## config.mk

```make
export PLATFORM = sky130hd
export DESIGN_NAME = array_priority_queue
export DESIGN_NICKNAME = d
export VERILOG_FILES = /design/src/sv/apq_pkg.sv /design/src/sv/array_priority_queue.sv /design/src/sv/apq_ram.sv
export SDC_FILE = /design/constraint.sdc
export NUM_CORES = 1
export LEC_CHECK = 0
export BUFFER_PORTS_ARGS = -buffer_cell sky130_fd_sc_hd__buf_2
export CELL_PAD_IN_SITES_DETAIL_PLACEMENT = 0
export CELL_PAD_IN_SITES_GLOBAL_PLACEMENT = 2
export CORE_MARGIN = 4
export CORE_UTILIZATION = 48
export DETAILED_ROUTE_END_ITERATION = 10
export PLACE_DENSITY_LB_ADDON = 0.1
export SYNTH_ARGS = -nofsm -noshare
export SYNTH_HDL_FRONTEND = slang
export SYNTH_SLANG_ARGS = --single-unit
export TNS_END_PERCENT = 10
```

## constraint.sdc

```tcl
create_clock -name clk -period 37.1 [get_ports clk]
set_clock_uncertainty 0.05 [all_clocks]
set_input_delay 3.71 -clock clk [delete_from_list [all_inputs] [get_ports clk]]
set_output_delay 3.71 -clock clk [all_outputs]
set_load 0.005 [all_outputs]
```

## src/sv/apq_pkg.sv

```systemverilog
// shared types and constants of the array priority queue
package apq_pkg;

  localparam int DEPTH_DEF = 8;

  typedef enum logic [1:0] {
    CMD_ADD     = 2'd0,
    CMD_REMOVE  = 2'd1,
    CMD_DISPLAY = 2'd2,
    CMD_SORT    = 2'd3
  } cmd_e;

  typedef enum logic [1:0] {
    ST_OK    = 2'd0,
    ST_FULL  = 2'd1,
    ST_EMPTY = 2'd2
  } status_e;

  typedef struct packed {
    cmd_e        command;
    logic [31:0] job_tag;
    logic [7:0]  job_priority;
    logic [15:0] arrival_order;
  } req_t;

  typedef struct packed {
    status_e     status;
    logic [31:0] out_tag;
    logic [7:0]  out_priority;
    logic [15:0] out_order;
    logic        last;
  } rsp_t;

  typedef struct packed {
    logic [31:0] tag;
    logic [7:0]  prio;
    logic [15:0] ord;
  } entry_t;

  localparam int ENTRY_W = $bits(entry_t);

endpackage

```

## src/sv/array_priority_queue.sv

```systemverilog
// Array priority queue: a store of up to DEPTH jobs (tag, priority, arrival order).
// Requests arrive on cmd/cmd_valid/cmd_stall, results leave on rsp/rsp_valid/rsp_stall.
// A request is taken when valid is high and stall is low; cmd_stall stays high while
// the sequencer works on a request, so one request is handled at a time.
// Add: one result, status ok or full.
// Remove: scans every entry through the single ram read port,
//   then closes the gap one entry at a time; one result with the entry or empty.
// Display: one result per entry in slot order, last marks the final one;
//   an empty store gives one result with status empty.
// Sort: exchange pass over all slot pairs, then a display.
// Each step is paced by the one ram read port.
// Results sit in an output register: a stalled receiver holds the result and
// the sequencer waits before the next one.
// Reset empties the store (entry count to zero) and clears all handshake state;
// ram contents are left as they are and never read before being written.
module array_priority_queue #(
  parameter int DEPTH = apq_pkg::DEPTH_DEF
) (
  input  logic          clk,
  input  logic          rst,
  input  logic          cmd_valid,
  output logic          cmd_stall,
  input  apq_pkg::req_t cmd,
  output logic          rsp_valid,
  input  logic          rsp_stall,
  output apq_pkg::rsp_t rsp
);

  localparam int AW = $clog2(DEPTH);
  localparam int CW = $clog2(DEPTH + 1);
  localparam logic [CW-1:0] FULL_CNT = CW'(DEPTH);

  typedef enum logic [3:0] {
    S_IDLE,
    S_EMIT,
    S_RM_RD,
    S_RM_CMP,
    S_RM_SHIFT,
    S_RM_MOVE,
    S_SO_RDI,
    S_SO_LDI,
    S_SO_RDJ,
    S_SO_CMP,
    S_SO_WRI,
    S_DI_RD,
    S_DI_LD
  } state_t;

  state_t           state;
  logic [CW-1:0]    cnt;
  logic [CW-1:0]    i;
  logic [CW-1:0]    j;
  logic [CW-1:0]    best_idx;
  apq_pkg::entry_t  best;
  apq_pkg::entry_t  cur;
  apq_pkg::rsp_t    pend;

  logic                     accept;
  logic                     out_free;
  logic [CW-1:0]            i_inc;
  logic [CW-1:0]            j_inc;
  logic [CW-1:0]            cnt_inc;
  logic [CW-1:0]            cnt_dec;
  logic                     wr_en;
  logic [AW-1:0]            wr_addr;
  apq_pkg::entry_t          wr_data;
  logic [AW-1:0]            rd_addr;
  logic [apq_pkg::ENTRY_W-1:0] rd_raw;
  apq_pkg::entry_t          rd_entry;
  apq_pkg::entry_t          new_entry;
  logic                     rm_take;
  logic [CW-1:0]            best_idx_next;
  logic                     so_swap;
  apq_pkg::status_e         idle_status;

  assign cmd_stall = (state != S_IDLE);
  assign accept    = cmd_valid && !cmd_stall;
  assign out_free  = !rsp_valid || !rsp_stall;
  assign i_inc     = i + 1'b1;
  assign j_inc     = j + 1'b1;
  assign cnt_inc   = cnt + 1'b1;
  assign cnt_dec   = cnt - 1'b1;
  assign rd_entry  = apq_pkg::entry_t'(rd_raw);

  assign new_entry.tag  = cmd.job_tag;
  assign new_entry.prio = cmd.job_priority;
  assign new_entry.ord  = cmd.arrival_order;

  // remove comparator: the scan keeps the later of equal priorities
  assign rm_take       = (i == '0) || (rd_entry.prio >= best.prio);
  assign best_idx_next = rm_take ? i : best_idx;

  // sort comparator: exchanges on priority, then arrival order
  assign so_swap = (cur.prio > rd_entry.prio) ||
                   ((cur.prio == rd_entry.prio) && (cur.ord > rd_entry.ord));

  // status of a newly taken request: full on add to a full store, empty on anything else with an empty store, else ok
  always_comb begin
    case (cmd.command)
      apq_pkg::CMD_ADD: idle_status = (cnt == FULL_CNT) ? apq_pkg::ST_FULL : apq_pkg::ST_OK;
      default:          idle_status = (cnt == '0) ? apq_pkg::ST_EMPTY : apq_pkg::ST_OK;
    endcase
  end

  // read address follows the sequencer step
  always_comb begin
    case (state)
      S_RM_SHIFT: rd_addr = i_inc[AW-1:0];
      S_SO_RDJ:   rd_addr = j[AW-1:0];
      default:    rd_addr = i[AW-1:0];
    endcase
  end

  // write port selection
  always_comb begin
    wr_en   = 1'b0;
    wr_addr = i[AW-1:0];
    wr_data = cur;
    case (state)
      S_IDLE: begin
        if (accept && cmd.command == apq_pkg::CMD_ADD && cnt != FULL_CNT) begin
          wr_en   = 1'b1;
          wr_addr = cnt[AW-1:0];
          wr_data = new_entry;
        end
      end
      S_RM_MOVE: begin
        wr_en   = 1'b1;
        wr_addr = i[AW-1:0];
        wr_data = rd_entry;
      end
      S_SO_CMP: begin
        wr_en   = so_swap;
        wr_addr = j[AW-1:0];
        wr_data = cur;
      end
      S_SO_WRI: begin
        wr_en   = 1'b1;
        wr_addr = i[AW-1:0];
        wr_data = cur;
      end
      default: begin
        wr_en = 1'b0;
      end
    endcase
  end

  apq_ram #(
    .WIDTH(apq_pkg::ENTRY_W),
    .DEPTH(DEPTH)
  ) u_store (
    .clk    (clk),
    .wr_en  (wr_en),
    .wr_addr(wr_addr),
    .wr_data(wr_data),
    .rd_addr(rd_addr),
    .rd_data(rd_raw)
  );

  // sequencer, entry count and result register
  always_ff @(posedge clk) begin
    if (rst) begin
      state     <= S_IDLE;
      cnt       <= '0;
      rsp_valid <= 1'b0;
    end else begin
      if (rsp_valid && !rsp_stall && state != S_EMIT) begin
        rsp_valid <= 1'b0;
      end
      case (state)
        S_IDLE: begin
          if (accept) begin
            pend.status       <= idle_status;
            pend.out_tag      <= '0;
            pend.out_priority <= '0;
            pend.out_order    <= '0;
            pend.last         <= 1'b1;
            i                 <= '0;
            case (cmd.command)
              apq_pkg::CMD_ADD: begin
                if (cnt != FULL_CNT) begin
                  cnt <= cnt_inc;
                end
                state <= S_EMIT;
              end
              apq_pkg::CMD_REMOVE: begin
                if (cnt == '0) begin
                  state <= S_EMIT;
                end else begin
                  state <= S_RM_RD;
                end
              end
              apq_pkg::CMD_SORT: begin
                if (cnt == '0) begin
                  state <= S_EMIT;
                end else if (cnt == CW'(1)) begin
                  state <= S_DI_RD;
                end else begin
                  state <= S_SO_RDI;
                end
              end
              default: begin
                if (cnt == '0) begin
                  state <= S_EMIT;
                end else begin
                  state <= S_DI_RD;
                end
              end
            endcase
          end
        end
        // hand the pending result to the output register
        S_EMIT: begin
          if (out_free) begin
            rsp       <= pend;
            rsp_valid <= 1'b1;
            state     <= pend.last ? S_IDLE : S_DI_RD;
          end
        end
        // remove: scan for the highest priority
        S_RM_RD: begin
          state <= S_RM_CMP;
        end
        S_RM_CMP: begin
          if (rm_take) begin
            best <= rd_entry;
          end
          best_idx <= best_idx_next;
          if (i_inc == cnt) begin
            i     <= best_idx_next;
            state <= S_RM_SHIFT;
          end else begin
            i     <= i_inc;
            state <= S_RM_RD;
          end
        end
        // remove: close the gap one entry at a time
        S_RM_SHIFT: begin
          if (i_inc == cnt) begin
            cnt               <= cnt_dec;
            pend.status       <= apq_pkg::ST_OK;
            pend.out_tag      <= best.tag;
            pend.out_priority <= best.prio;
            pend.out_order    <= best.ord;
            pend.last         <= 1'b1;
            state             <= S_EMIT;
          end else begin
            state <= S_RM_MOVE;
          end
        end
        S_RM_MOVE: begin
          i     <= i_inc;
          state <= S_RM_SHIFT;
        end
        // sort: hold slot i in cur and compare it against every later slot
        S_SO_RDI: begin
          state <= S_SO_LDI;
        end
        S_SO_LDI: begin
          cur   <= rd_entry;
          j     <= i_inc;
          state <= S_SO_RDJ;
        end
        S_SO_RDJ: begin
          state <= S_SO_CMP;
        end
        S_SO_CMP: begin
          if (so_swap) begin
            cur <= rd_entry;
          end
          j <= j_inc;
          state <= (j_inc == cnt) ? S_SO_WRI : S_SO_RDJ;
        end
        S_SO_WRI: begin
          if (i_inc + 1'b1 == cnt) begin
            i     <= '0;
            state <= S_DI_RD;
          end else begin
            i     <= i_inc;
            state <= S_SO_RDI;
          end
        end
        // display: one entry per result
        S_DI_RD: begin
          state <= S_DI_LD;
        end
        S_DI_LD: begin
          pend.status       <= apq_pkg::ST_OK;
          pend.out_tag      <= rd_entry.tag;
          pend.out_priority <= rd_entry.prio;
          pend.out_order    <= rd_entry.ord;
          pend.last         <= (i_inc == cnt);
          i                 <= i_inc;
          state             <= S_EMIT;
        end
        default: begin
          state <= S_IDLE;
        end
      endcase
    end
  end

`ifndef SYNTH
  // the entry count never passes the store depth
  a_cnt_range: assert property (@(posedge clk) disable iff (rst) cnt <= FULL_CNT)
    else $error("entry count above depth");

  // an add on a full store leaves the count alone
  a_full_add: assert property (@(posedge clk) disable iff (rst)
    accept && cmd.command == apq_pkg::CMD_ADD && cnt == FULL_CNT |=> cnt == FULL_CNT)
    else $error("add on full store changed the count");

  // a remove on an empty store goes straight to an empty result
  a_empty_rm: assert property (@(posedge clk) disable iff (rst)
    accept && cmd.command == apq_pkg::CMD_REMOVE && cnt == '0
    |=> state == S_EMIT && pend.status == apq_pkg::ST_EMPTY && pend.last)
    else $error("remove on empty store mishandled");
`endif

endmodule

```

## src/sv/apq_ram.sv

```systemverilog
// generic single-write, single-read ram with registered read data
module apq_ram #(
  parameter int WIDTH = 8,
  parameter int DEPTH = 8
) (
  input  logic                     clk,
  input  logic                     wr_en,
  input  logic [$clog2(DEPTH)-1:0] wr_addr,
  input  logic [WIDTH-1:0]         wr_data,
  input  logic [$clog2(DEPTH)-1:0] rd_addr,
  output logic [WIDTH-1:0]         rd_data
);

  logic [WIDTH-1:0] mem [DEPTH];

  // write port and registered read port
  always_ff @(posedge clk) begin
    if (wr_en) begin
      mem[wr_addr] <= wr_data;
    end
    rd_data <= mem[rd_addr];
  end

endmodule
```

# ---- Yosys cells after proc, flatten, opt, wreduce, memory -nomap -nowiden
# Memory sizes are Yosys's and may differ from the RTL's. A register that Yosys moved wholly into a read port is not among the register bits.
# Index checks and enable logic that the tools add are counted.
dict set report totals {
  ff_bits 251
  ram_bits 448
  in_bits 62
  output_inout_bits 61
  word_cells 136
  memories 1
}
dict set report classes {
  add_sub_neg 5
  n_lt_le_gt_ge 3
  n_eq_ne 28
  muxes 44
  bitwise_logic 1
  n_reduce_logical 32
}
# name words word_bits read_ports rd_ports_with_merged_regs wr line
set memory_table {}
lappend memory_table {u_store.mem 8 56 1 1 1 apq_ram.sv:14} ;# logic [WIDTH-1:0] mem [DEPTH];
# cell count
set ops {}
lappend ops {{$pmux 56 s2} 2}
lappend ops {{$pmux 59 s3} 1}
lappend ops {{$mux 59} 2}
lappend ops {{$mux 56} 2}
lappend ops {{$mux 4} 15}
lappend ops {{$pmux 4 s13} 1}
lappend ops {{$eq 4x4->1 const B} 6}
lappend ops {{$add 4x1->4 const B} 4}
lappend ops {{$eq 4x3->1 const B} 4}
lappend ops {{$gt 16x16->1} 1}
lappend ops {{$pmux 4 s2} 2}
lappend ops {{$pmux 4 s4} 1}
lappend ops {{$eq 4x4->1} 3}
lappend ops {{$logic_not 4->1} 3}
lappend ops {{$ne 2x2->1 const B} 6}
lappend ops {{$pmux 3 s2} 2}
lappend ops {{$pmux 4 s3} 1}
lappend ops {{$reduce_and 3->1} 4}
lappend ops {{$mux 3} 3}
lappend ops {{$eq 4x1->1 const B} 2}
lappend ops {{$eq 4x2->1 const B} 2}
lappend ops {{$eq 8x8->1} 1}
lappend ops {{$ge 8x8->1} 1}
lappend ops {{$gt 8x8->1} 1}
lappend ops {{other kinds (20)} 43}

# ---- Depth between registers and ports, before layout
# Gate-level depths: netlist of run 1.
dict set report logic_depth {
  ltp_word 9
  ltp_mapped 11
}

# ---- Modules after synthesis
# From an unflattened synthesis of run 1, not the netlist that was laid out.
dict set report hier_totals {
  cells_unflattened 1545
  hier_area_um2 29052.9
}
# mod n_inst cells_per_inst area_per_inst_um2 seq_area_each_um2
set by_module_without_submodules {}
lappend by_module_without_submodules {apq_ram 1 716 17974.7 14574.0}
lappend by_module_without_submodules {array_priority_queue 1 829 11078.1 7447.1}

# ---- Worst setup path after synthesis of run 1
# No wires, ideal clock.
dict set report synth_timing {
  path_kind {input to register}
  start {input port rst}
  end {register pend[0] in the netlist's numbering (enable)}
  t_arrival_ps 13099
  slack_ps 23159
  cell_stages 2
  n_path_buf 1
  cell_sequence {clkbuf_1 > a2111oi_0}
}
dict set report synth_via {
  elab_chain_cells 2
}
# item line
set synth_lines {}
lappend synth_lines {{start: declaration} array_priority_queue.sv:20} ;# input logic rst,
lappend synth_lines {{$not 1->1 (no source line)} --}
lappend synth_lines {{$reduce_and 4->1 (no source line)} --}
lappend synth_lines {{end: declaration} array_priority_queue.sv:56} ;# apq_pkg::rsp_t pend;
# No other way between the ends.
# A chain may end at the register's enable or synchronous reset.

# ---- Worst setup path in the final report of run 1
dict set report layout_timing {
  start {input port cmd[57] in the netlist's numbering}
  end {memory u_store.mem[0][41] in the netlist's numbering (enable)}
}
dict set report layout_via {
  elab_chain_cells 7
}
# item line
set layout_lines {}
lappend layout_lines {{start: declaration} array_priority_queue.sv:23} ;# input apq_pkg::req_t cmd,
lappend layout_lines {{$logic_not 2->1 *} array_priority_queue.sv:121} ;# if (accept && cmd.command == apq_pkg::CMD_ADD && cnt != FULL_CNT) begin
lappend layout_lines {{$logic_and 1x1->1 * (2 in series)} array_priority_queue.sv:121}
lappend layout_lines {{$mux 1} array_priority_queue.sv:121}
lappend layout_lines {{$pmux 1 s3} array_priority_queue.sv:119} ;# case (state)
lappend layout_lines {{$mux 1} apq_ram.sv:18} ;# if (wr_en) begin
lappend layout_lines {{$mux 1 (not written as such)} apq_ram.sv:19} ;# mem[wr_addr] <= wr_data;
lappend layout_lines {{end: declaration} apq_ram.sv:14}
# Every way passes the cells marked *; elsewhere a longest branch is shown, timed or not.

==> reports/metrics.yaml, run 1 <==
yosys:
  synth_xor_area_frac: 0.00663
  avgSynthCellArea_um2: 14.7
  async_reset_ff_frac: 0
  syn_area_um2: 29400
  synth_top_family_by_area: "simple AND/OR/NAND/NOR gates"
  synth.net_count: 2110
  synthMuxAreaShare: 0.0212
  ys_seq_area_frac: 0.748
  ys_ff_latch: 755
  synthAdderAreaFrac: 0.0170
  synth_ff_type: "edfxtp_1"
  synth_compound_area_frac: 0.0696
  synth_cell_type_count: 67
  yosys.area_share.simple: 0.111
  yosys_warnings: 0
  synth-edff-count: 690
  synth_cells: 2008
clocking:
  cts.path.max_buffers: 3
  cts_setup_buffers: 0
  postCtsHoldBufs: 0
  numCtsBuffers: 79
  worstSkewPairLatency_ps: 610
  clkSlewWorstSetupHoldPaths_ps: 60
  cts.sinks: 755
  cts-root-buf: "clkbuf_16"
  cts_resized: 0
  cts_htree_levels: 3
  cts_tree: "built"
cells_and_area:
  n_antenna_cell: 0
  regArea_um2: 22000
  final_util: 0.553
  final.fill_count: 4801
  area_growth_pct: 13.7
  finalNetCount: 2230
  drive_gt1_frac: 0.139
  mostFrequentLayoutCell: "edfxtp_1"
  multi_input_area_um2: 6750
  layout_common_cells: "edfxtp_1, nand2_1, nand3_1, buf_2, clkbuf_16"
job:
  maxCapViolCount: 0
setup_path:
  worstSetupPathType: "input pin to register"
  arrival_ps: 6840
  path_max_fanout: 56
  cp.required_ps: 37280
  start_kind: "input pin"
  r2r_start: "cnt[0]"
  rrSetupSlack_ps: 32630
  r2r_cells: 9
  end_kind: "register"
  r2r-end: "u_store.mem[0][41]"
global_route:
  grt_pass1_wl_mm: 107
  first_global_vias: 16600
  antenna_found_initial: 2
  grt_use_total: 0.216
  grt_max_degree: 173
  grt_overflow_total: 0
min_path:
  holdPathStages: 0
  worstHoldStart: "pend[7]"
  whs_endpoint: "rsp[7]"
  min_path_type: "register to register"
routing:
  drt_iter0_drc: 1636
  wl_mm: 72.4
  drt_pass1_iterations: 5
  ant_nets: 0
  vias: 17000
  via_per_inst: 5.71
  drc: 0
  wl_per_cell_um: 24.3
timing:
  fmax_ghz: 0.150
  min_period_ps: 6670
  rsz0062_at_grt: "no"
  slew_headroom: 0.271
  worst_pin_slew_ps: 1090
  fin_crit_sh: 0.180
  hold_violations: 0
  setup_viol: 0
  finalSetupTns_ps: 0
  slew_viol_final: 0
die:
  core-area_um2: 60500
  rows: 90
  die_w_um: 256
  io_pins: 123
  initial_core_util: 0.487
  dieArea_um2: 65300
  dieHeight_um: 256
placement:
  gp_congestion: 0.783
  io_buffer_count: 122
  dp_hpwl_mm: 38.7
power:
  power.density_nw_per_um2: 64.0
  p_leak_nw: 11.9
  ir_drop_v: 0.0000336
run_status:
  status: "completed"
-- layer usage --
| metal | track usage | part of all wire | up-vias |
|---|---|---|---|
| li1 | - | - | 7826 |
| met1 | 0.323 | 0.47 | 8528 |
| met2 | 0.337 | 0.45 | 539 |
| met3 | 0.0314 | 0.063 | 92 |
| met4 | 0.0558 | 0.019 | 0 |
| met5 | 0 | 0 | - |
-- kinds of logic (layout without fill, tap and decap cells) --
kind of cell / after synthesis / in the layout
mux: 62 / 62
buf+inv: 160 / 346
flops: 755 / 755
compound gates: 251 / 251
fa+ha+maj: 40 / 40
simple gates: 721 / 721
xor+xnor: 19 / 19
-- cell type report --
type / instances / area share
Sequential cell: 755 / 0.658
Clock inverter: 26 / 0.0111
Multi-Input combinational cell: 1093 / 0.202
Timing Repair Buffer: 157 / 0.0265
Clock buffer: 121 / 0.0684
Tap cell: 782 / 0.0292
Inverter: 42 / 0.00471
-- synthesized netlist by cell type (18+ instances only) --
cell	count	share of area
edfxtp_1	690	0.70
nand2_1	428	0.055
nand3_1	126	0.021
dfxtp_1	65	0.044
and3_1	62	0.013
mux2i_1	59	0.020
a22o_1	57	0.017
a32oi_1	57	0.017
buf_2	53	0.0090
inv_1	42	0.0054
ha_1	40	0.017
clkbuf_1	39	0.0050
a22oi_1	33	0.0084
nor3_1	31	0.0053
a221o_1	25	0.0085
a21oi_1	24	0.0041
buf_4	20	0.0051
nor2_1	18	0.0023
-- registers in the layout, summed over array words and instances (netlist names) --
signal / count
u_store.mem: 448
pend: 59
rsp: 59
best: 56
cur: 56
u_store.rd_data: 56
best_idx: 4
cnt: 4
i: 4
j: 4
state: 4
rsp_valid: 1
-- critical path, cell delays in order --
cell,delay [ps]
buf_2,110
nor2_1,220
and4_2,950
nor2_4,0
buf_4,470
o211a_2,360
nor4_4,320
buf_4,640
-- power breakdown --
part           switching [W]  total [W]  internal, W
combinational       0.000181   0.000269    0.0000884
sequential         0.0000605    0.00107      0.00101
clock               0.000310   0.000799     0.000489
total               0.000551    0.00214      0.00159
-- how the worst max path moves through the flow --
stage | slack, ps | to | startpoint
after floorplan | 23160 | pend[0] | rst
after global placement | 29870 | u_store.mem[0][24] | cmd[57]
after detailed placement | 29840 | u_store.mem[0][18] | cmd[57]
after CTS | 30460 | u_store.mem[0][18] | cmd[57]
after global routing | 30310 | u_store.mem[0][18] | cmd[57]
final | 30430 | u_store.mem[0][41] | cmd[57]
-- through the flow --
stage	hold WS, ps	setup WS (ps)	total power (W)	cells	instance area, um^2
detailed placement	355	29840	0.00136	2829	30800
CTS	368	30460	0.00216	2976	33500
global route	373	30310	0.00223	2976	33500
finish	367	30430	0.00214	2976	33500
floorplan	350	23160	0.00125	2008	29400
global placement	350	29870	0.00136	2829	30800
(Power assumes the default switching activity.)
==> run 2, diff against run 1 <==
--- a/config.mk
+++ b/config.mk
@@ -9,7 +9,7 @@
 export CELL_PAD_IN_SITES_DETAIL_PLACEMENT = 0
 export CELL_PAD_IN_SITES_GLOBAL_PLACEMENT = 2
 export CORE_MARGIN = 4
-export CORE_UTILIZATION = 48
+export CORE_UTILIZATION = 45
 export DETAILED_ROUTE_END_ITERATION = 10
 export PLACE_DENSITY_LB_ADDON = 0.1
 export SYNTH_ARGS = -nofsm -noshare
==> constraint.sdc (replaced) <==
create_clock -name clk -period 6.7 [get_ports clk]
set_clock_uncertainty 0.05 [all_clocks]
set_input_delay 0.67 -clock clk [delete_from_list [all_inputs] [get_ports clk]]
set_output_delay 0.67 -clock clk [all_outputs]
set_load 0.005 [all_outputs]
==> reports/metrics.yaml, run 2 (same netlist as run 1, synthesis figures left out) <==
run_status:
  status: "completed"  # unchanged
clocking:
  clkSlewWorstSetupHoldPaths_ps: 60  # about the same
  cts.path.max_buffers: 3  # unchanged
  numCtsBuffers: 80  # was 79
  cts_resized: 0  # unchanged
  cts_htree_levels: 3  # unchanged
  cts-root-buf: "clkbuf_16"  # unchanged
  worstSkewPairLatency_ps: 610  # about the same
  cts_setup_buffers: 0  # unchanged
  cts_tree: "built"  # unchanged
  postCtsHoldBufs: 0  # unchanged
  cts.sinks: 755  # unchanged
min_path:
  min_path_type: "input pin to register"  # was register to register
cells_and_area:
  final_util: 0.519  # was 0.553
  finalNetCount: 2235  # was 2230
  mostFrequentLayoutCell: "edfxtp_1"  # unchanged
  instances_no_fill: 3053  # was 2976
  area_growth_pct: 13.9  # was 13.7%
  top_regs: "u_store.mem (448), pend (59), rsp (59)"  # unchanged
  regMostFlops: "u_store.mem"  # unchanged
  layout_common_cells: "edfxtp_1, nand2_1, nand3_1, buf_2, clkbuf_16"  # unchanged
  n_antenna_cell: 0  # unchanged
  largest_reg_flops: 448  # unchanged
  drive_gt1_frac: 0.143  # was 0.139
die:
  dieHeight_um: 264  # was 256 um
  initial_core_util: 0.456  # was 0.487
  rows: 93  # was 90
  die_w_um: 264  # was 256 um
  core-area_um2: 64600  # was 60500 um^2
  dieArea_um2: 69500  # was 65300 um^2
  io_pins: 123  # unchanged
setup_path:
  rrSetupSlack_ps: 2550  # was 32630 ps
  cp.required_ps: 6950  # was 37280 ps
  crit_slowest_cell: "nor4_4"  # was and4_2
  crit_chain: "inv_1 > ha_1 > nand3b_1 > and4_2 > buf_4 > nor2_4 > o211a_2 > nor4_4 > buf_4"  # was buf_2 > nor2_1 > and4_2 > nor2_4 > buf_4 > o211a_2 > nor4_4 > buf_4
  arrival_ps: 4390  # was 6840 ps
  start_kind: "register"  # was input pin
  path_max_fanout: 45  # was 56
  critPathMaxStageDelay_ps: 1060  # was 950 ps
  end_kind: "register"  # unchanged
  worstSetupPathType: "register to register"  # was input pin to register
  cp_common_cell: "buf_4"  # unchanged
power:
  intPower_w: 0.00863  # was 0.00159 W
  power.density_nw_per_um2: 350  # was 64.0 nW/um^2
  clockPowerShare: 0.366  # was 0.373
  seq_power_share: 0.506  # was 0.501
  comb_power_share: 0.128  # was 0.126
  ir_drop_v: 0.000173  # was 0.0000336 V
  switching_share: 0.264  # was 0.257
  p_sw_w: 0.00310  # was 0.000551 W
  p_leak_nw: 11.8  # was 11.9 nW
placement:
  io_buffer_count: 122  # unchanged
  dp_slack_ps: 2490  # was 29840 ps
  gp_congestion: 0.779  # was 0.783
  dp_hpwl_mm: 40.4  # was 38.7 mm
  dp_cells: 2906  # was 2829
timing:
  worst_pin_slew_ps: 1200  # was 1090 ps
  setup_viol: 0  # unchanged
  slew_viol_final: 0  # unchanged
  slew_headroom: 0.191  # was 0.271
  finalWorstSetupSlack_ps: 2550  # was 30430 ps
  rsz0062_at_grt: "no"  # unchanged
  holdWs_ps: 357  # was 367 ps
  min_period_ps: 4150
  fmax_ghz: 0.241
  fin_crit_sh: 0.619
  hold_violations: 0  # unchanged
global_route:
  grt_overflow_total: 0  # unchanged
  grt_max_degree: 152  # was 173
  first_global_vias: 17000  # was 16600
  antenna_found_initial: 1  # was 2
  grt_use_total: 0.208  # was 0.216
  grt_pass1_wl_mm: 110  # was 107 mm
routing:
  wl_per_cell_um: 24.0  # was 24.3 um
  drc: 0  # unchanged
  via_per_inst: 5.56  # was 5.71
  drt_iter0_drc: 1278  # was 1636
  drt_pass1_iterations: 5  # unchanged
  vias: 17000  # about the same
  ant_nets: 0  # unchanged
  wl_mm: 73.3  # was 72.4 mm
job:
  maxCapViolCount: 0  # unchanged
-- run 2: changes by cell type in the layout (fill, tap and decap cells not counted), moves of 4 or more --
cell,change
clkbuf_1,-14
clkinv_1,+9
clkinv_2,+6
clkinvlp_4,+6
bufinv_16,-4
clkbuf_8,-4
-- run 2: worst max-delay path: cells and delay by family, from the launching register on --
kind | cells | cell delay [ps]
AOI/OAI and AO/OA | 1 | 240
adders and majority gates | 1 | 270
DFF | 1 | 600
and+or+nand+nor | 4 | 1480
buffers and inverters | 3 | 1150
-- run 2: worst paths after layout --
path             start            endpoint  depth (start not counted)
min          rsp_stall           rsp_valid                          3
max reg2reg     cnt[0]  u_store.mem[0][27]                          9
min reg2reg   pend[22]             rsp[22]                          0
max             cnt[0]  u_store.mem[0][27]                          9
-- run 2: layout make-up --
| cell class | instances | area [um^2] |
|---|---|---|
| Fill cell | 5456 | 31100 |
| Clock inverter | 43 | 353 |
| Timing Repair Buffer | 161 | 941 |
| Clock buffer | 104 | 2210 |
| Multi-Input combinational cell | 1093 | 6770 |
| Tap cell | 855 | 1070 |
| Inverter | 42 | 158 |
| Sequential cell | 755 | 22000 |
-- run 2: power by group through the flow --
stage               registers, W  logic (W)  clock network (W)
CTS                      0.00593    0.00152            0.00440
detailed placement       0.00603    0.00151                  0
global placement         0.00601    0.00151                  0
floorplan                0.00588    0.00101                  0
finish                   0.00593    0.00150            0.00429
global route             0.00597    0.00167            0.00461
-- run 2: through the flow --
step / instance area (um^2) / power (W) / setup TNS [ps]
after floorplan: 29400 / 0.00689 / -58390
after global placement: 31000 / 0.00752 / 0
after detailed placement: 31000 / 0.00754 / 0
after CTS: 33500 / 0.0119 / 0
after global routing: 33500 / 0.0123 / 0
final: 33500 / 0.0117 / 0
-- run 2: per-layer routing --
metal  global-route usage  up-vias  wire length [um]
li1                     -     7843                 -
met1                0.305     8616             34600
met2                0.328      426             34100
met3               0.0305       86              3420
met4               0.0564        2              1260
met5                    0        -                13
==> run 3, diff against run 2 <==
--- a/config.mk
+++ b/config.mk
@@ -5,11 +5,12 @@
 export SDC_FILE = /design/constraint.sdc
 export NUM_CORES = 1
 export LEC_CHECK = 0
+export ABC_AREA = 1
 export BUFFER_PORTS_ARGS = -buffer_cell sky130_fd_sc_hd__buf_2
 export CELL_PAD_IN_SITES_DETAIL_PLACEMENT = 0
 export CELL_PAD_IN_SITES_GLOBAL_PLACEMENT = 2
 export CORE_MARGIN = 4
-export CORE_UTILIZATION = 45
+export CORE_UTILIZATION = 38
 export DETAILED_ROUTE_END_ITERATION = 10
 export PLACE_DENSITY_LB_ADDON = 0.1
 export SYNTH_ARGS = -nofsm -noshare
==> constraint.sdc (replaced) <==
create_clock -name clk -period 3.6 [get_ports clk]
set_clock_uncertainty 0.05 [all_clocks]
set_input_delay 0.36 -clock clk [delete_from_list [all_inputs] [get_ports clk]]
set_output_delay 0.36 -clock clk [all_outputs]
set_load 0.005 [all_outputs]
==> reports/metrics.yaml, run 3 <==
timing:
  setup_viol: 0  # unchanged
  rsz0062_at_grt: "no"  # unchanged
  slew_headroom: 0.387  # was 0.191
  fmax_ghz: 0.321  # was 0.241 GHz
  min_period_ps: 3120  # was 4150 ps
  slew_viol_final: 0  # unchanged
  fin_crit_sh: 0.866  # was 0.619
  worst_pin_slew_ps: 915  # was 1200 ps
  hold_violations: 0  # unchanged
cells_and_area:
  layout_common_cells: "edfxtp_1, nand2_1, inv_1, nand3_1, buf_2"  # was edfxtp_1, nand2_1, nand3_1, buf_2, clkbuf_16
  area_growth_pct: 16.1  # was 13.9%
  finalNetCount: 3063  # was 2235
  n_antenna_cell: 0  # unchanged
  mostFrequentLayoutCell: "edfxtp_1"  # unchanged
  top_regs: "u_store.mem (448), pend (59), rsp (59)"  # unchanged
  regMostFlops: "u_store.mem"  # unchanged
  instances_no_fill: 4090  # was 3053
  largest_reg_flops: 448  # unchanged
  drive_gt1_frac: 0.110  # was 0.143
yosys:
  yosys_warnings: 0  # unchanged
  synthMuxAreaShare: 0  # was 0.0212
  syn_area_um2: 31200  # was 29400 um^2
  synth_compound_area_frac: 0.0587  # was 0.0696
  synth_most_common_cell: "edfxtp_1"  # unchanged
  synth-edff-count: 690  # unchanged
  synth_area_leader_cell: "edfxtp_1"  # unchanged
  synth_commonest_cells: "edfxtp_1, nand2_1, inv_1"  # was edfxtp_1, nand2_1, nand3_1
  synth_xor_area_frac: 0.00336  # was 0.00663
  synth_ff_type: "edfxtp_1"  # unchanged
  ys_ff_latch: 755  # unchanged
  ys_seq_area_frac: 0.705  # was 0.748
  async_reset_ff_frac: 0  # unchanged
  synthAdderAreaFrac: 0.0160  # was 0.0170
  synth_top_family_by_area: "simple AND/OR/NAND/NOR gates"  # unchanged
  synth_area_leaders: "edfxtp_1, nand2_1, inv_1"  # was edfxtp_1, nand2_1, dfxtp_1
  synth.net_count: 2913  # was 2110
  yosys.area_share.simple: 0.139  # was 0.111
  synth_top_area_frac: 0.663  # was 0.704
  avgSynthCellArea_um2: 11.1  # was 14.7 um^2
  synth_cells: 2811  # was 2008
  synth_cell_type_count: 39  # was 67
global_route:
  grt_use_total: 0.187  # was 0.208
  antenna_found_initial: 1  # unchanged
  grt_max_degree: 79  # was 152
  grt_overflow_total: 0  # unchanged
  grt_pass1_wl_mm: 123  # was 110 mm
  first_global_vias: 19600  # was 17000
power:
  p_sw_w: 0.00835  # was 0.00310 W
  intPower_w: 0.0177  # was 0.00863 W
  power.density_nw_per_um2: 720  # was 350 nW/um^2
  p_leak_nw: 14.7  # was 11.8 nW
  seq_power_share: 0.441  # was 0.506
  switching_share: 0.320  # was 0.264
  ir_drop_v: 0.000317  # was 0.000173 V
  clockPowerShare: 0.318  # was 0.366
  comb_power_share: 0.241  # was 0.128
  power_w: 0.0261  # was 0.0117 W
routing:
  drt_pass1_iterations: 5  # unchanged
  ant_nets: 0  # unchanged
  drt_iter0_drc: 1367  # was 1278
  drc: 0  # unchanged
  vias: 19700  # was 17000
  wl_mm: 81.1  # was 73.3 mm
  wl_per_cell_um: 19.8  # was 24.0 um
  via_per_inst: 4.82  # was 5.56
clocking:
  cts-root-buf: "clkbuf_16"  # unchanged
  cts_tree: "built"  # unchanged
  worstSkewPairLatency_ps: 630  # was 610 ps
  cts_htree_levels: 3  # unchanged
  cts.path.max_buffers: 3  # unchanged
  cts_setup_buffers: 0  # unchanged
  cts.sinks: 755  # unchanged
  numCtsBuffers: 83  # was 80
  clkSlewWorstSetupHoldPaths_ps: 60  # about the same
job:
  maxCapViolCount: 0  # unchanged
setup_path:
  r2r_start: "cur[7]"  # was cnt[0]
  worstSetupPathType: "register to register"  # unchanged
  arrival_ps: 3330  # was 4390 ps
  r2r_cells: 14  # was 9
  critPathCapture: "u_store.mem[2][0]"  # was u_store.mem[0][27]
  r2r-end: "u_store.mem[2][0]"  # was u_store.mem[0][27]
  path_depth: 14  # was 9
  crit_buf_inv: 1  # was 3
  critPathMaxStageDelay_ps: 390  # was 1060 ps
  crit_family: "simple AND/OR/NAND/NOR gates"  # unchanged
  rrSetupSlack_ps: 480  # was 2550 ps
  cp_common_cell: "nand2_1"  # was buf_4
  cp-startpoint: "cur[7]"  # was cnt[0]
  start_kind: "register"  # unchanged
  crit_chain: "ha_1 > nand2_1 > nor2_1 > nand2_1 > nand2_1 > nand2_1 > nand2_1 > nand2_1 > nand2_1 > nand3_1 > nand2_1 > nand2_1 > nor2_4 > buf_12"  # was inv_1 > ha_1 > nand3b_1 > and4_2 > buf_4 > nor2_4 > o211a_2 > nor4_4 > buf_4
  end_kind: "register"  # unchanged
  crit_slowest_cell: "edfxtp_1"  # was nor4_4
  path_max_fanout: 56  # was 45
  cp.required_ps: 3820  # was 6950 ps
die:
  dieHeight_um: 295  # was 264 um
  io_pins: 123  # unchanged
  core-area_um2: 81100  # was 64600 um^2
  initial_core_util: 0.385  # was 0.456
  die_w_um: 295  # was 264 um
  rows: 104  # was 93
  dieArea_um2: 86900  # was 69500 um^2
placement:
  dp_hpwl_mm: 47.7  # was 40.4 mm
  dp_cells: 3935  # was 2906
  io_buffer_count: 122  # unchanged
  gp_congestion: 0.758  # was 0.779
min_path:
  min_path_type: "input pin to register"  # unchanged
run_status:
  status: "completed"  # unchanged
[run 3: changes by cell type after synthesis, moves of 25 or more]
cell	previous run	this run
and3_1	62	0
inv_1	42	495
nor2_1	18	104
nand3_1	126	254
a221o_1	25	0
o21ai_1	3	112
mux2i_1	59	0
a22oi_1	33	0
nand2_1	428	671
a22o_1	57	12
o211ai_1	1	42
a32oi_1	57	0
o21ai_0	10	107
[run 3: worst min path at each step]
stage	startpoint	end	slack [ps]	cells past startpoint
finish	rst	state[3]	100	2
global route	rst	state[3]	80	2
CTS	rst	state[2]	50	2
detailed placement	pend[34]	rsp[34]	350	0
global placement	pend[11]	rsp[11]	350	0
floorplan	pend[10]	rsp[10]	350	0
[run 3: logic make-up (layout without fill, tap and decap cells)]
kind of cell               count (synthesis)  in the layout
and+or+nand+nor                         1058           1058
xor gates and xnor gates                  12             12
DFF                                      755            755
adders and majority gates                 40             40
AOI/OAI and AO/OA                        323            323
buffers and inverters                    623            842
[run 3: metal layers]
metal | GRT usage | vias to the layer above | wire length [um]
li1 | - | 9655 | -
met1 | 0.263 | 9620 | 38400
met2 | 0.305 | 363 | 37700
met3 | 0.0309 | 87 | 3550
met4 | 0.0463 | 0 | 1460
met5 | 0 | - | 0
[run 3: area by class of cell]
type	instances	area [um^2]
Clock inverter	33	338
Clock buffer	121	2310
Tap cell	1060	1330
Timing Repair Buffer	186	1460
Multi-Input combinational cell	1433	6930
Inverter	502	1890
Sequential cell	755	22000
Fill cell	7579	44800
[run 3: power by group through the flow]
stage               combinational, W  clock [W]  sequential, W
finish                       0.00628    0.00830         0.0115
global route                 0.00717    0.00894         0.0116
CTS                          0.00642    0.00856         0.0115
detailed placement           0.00639          0         0.0117
global placement             0.00638          0         0.0116
floorplan                    0.00401          0         0.0116
[run 3: through the flow]
stage | TNS, ps | utilization | hold WS, ps | cell area, um^2 | setup WS (ps)
finish | 0 | 0.447 | 98.3 | 36300 | 482
global placement | 0 | 0.415 | 351 | 33600 | 394
CTS | 0 | 0.447 | 48.0 | 36300 | 383
floorplan | -451000 | - | 350 | 31300 | -1180
detailed placement | 0 | 0.415 | 355 | 33600 | 396
global route | 0 | 0.447 | 77.9 | 36300 | 181
[run 3: what timing repair did]
action / 4_1_cts / 5_1_grt
hold buffers: 1 / 0
resized for setup: 0 / 0
endpoints found under the hold margin: 1 / 0
[run 3: worst register-to-register path: cells and delay by family, from the launching register on]
family                     cells  cell delay, ps
DFF                            1             390
buffers and inverters          1             370
and+or+nand+nor               12            1580
adders and majority gates      1             310
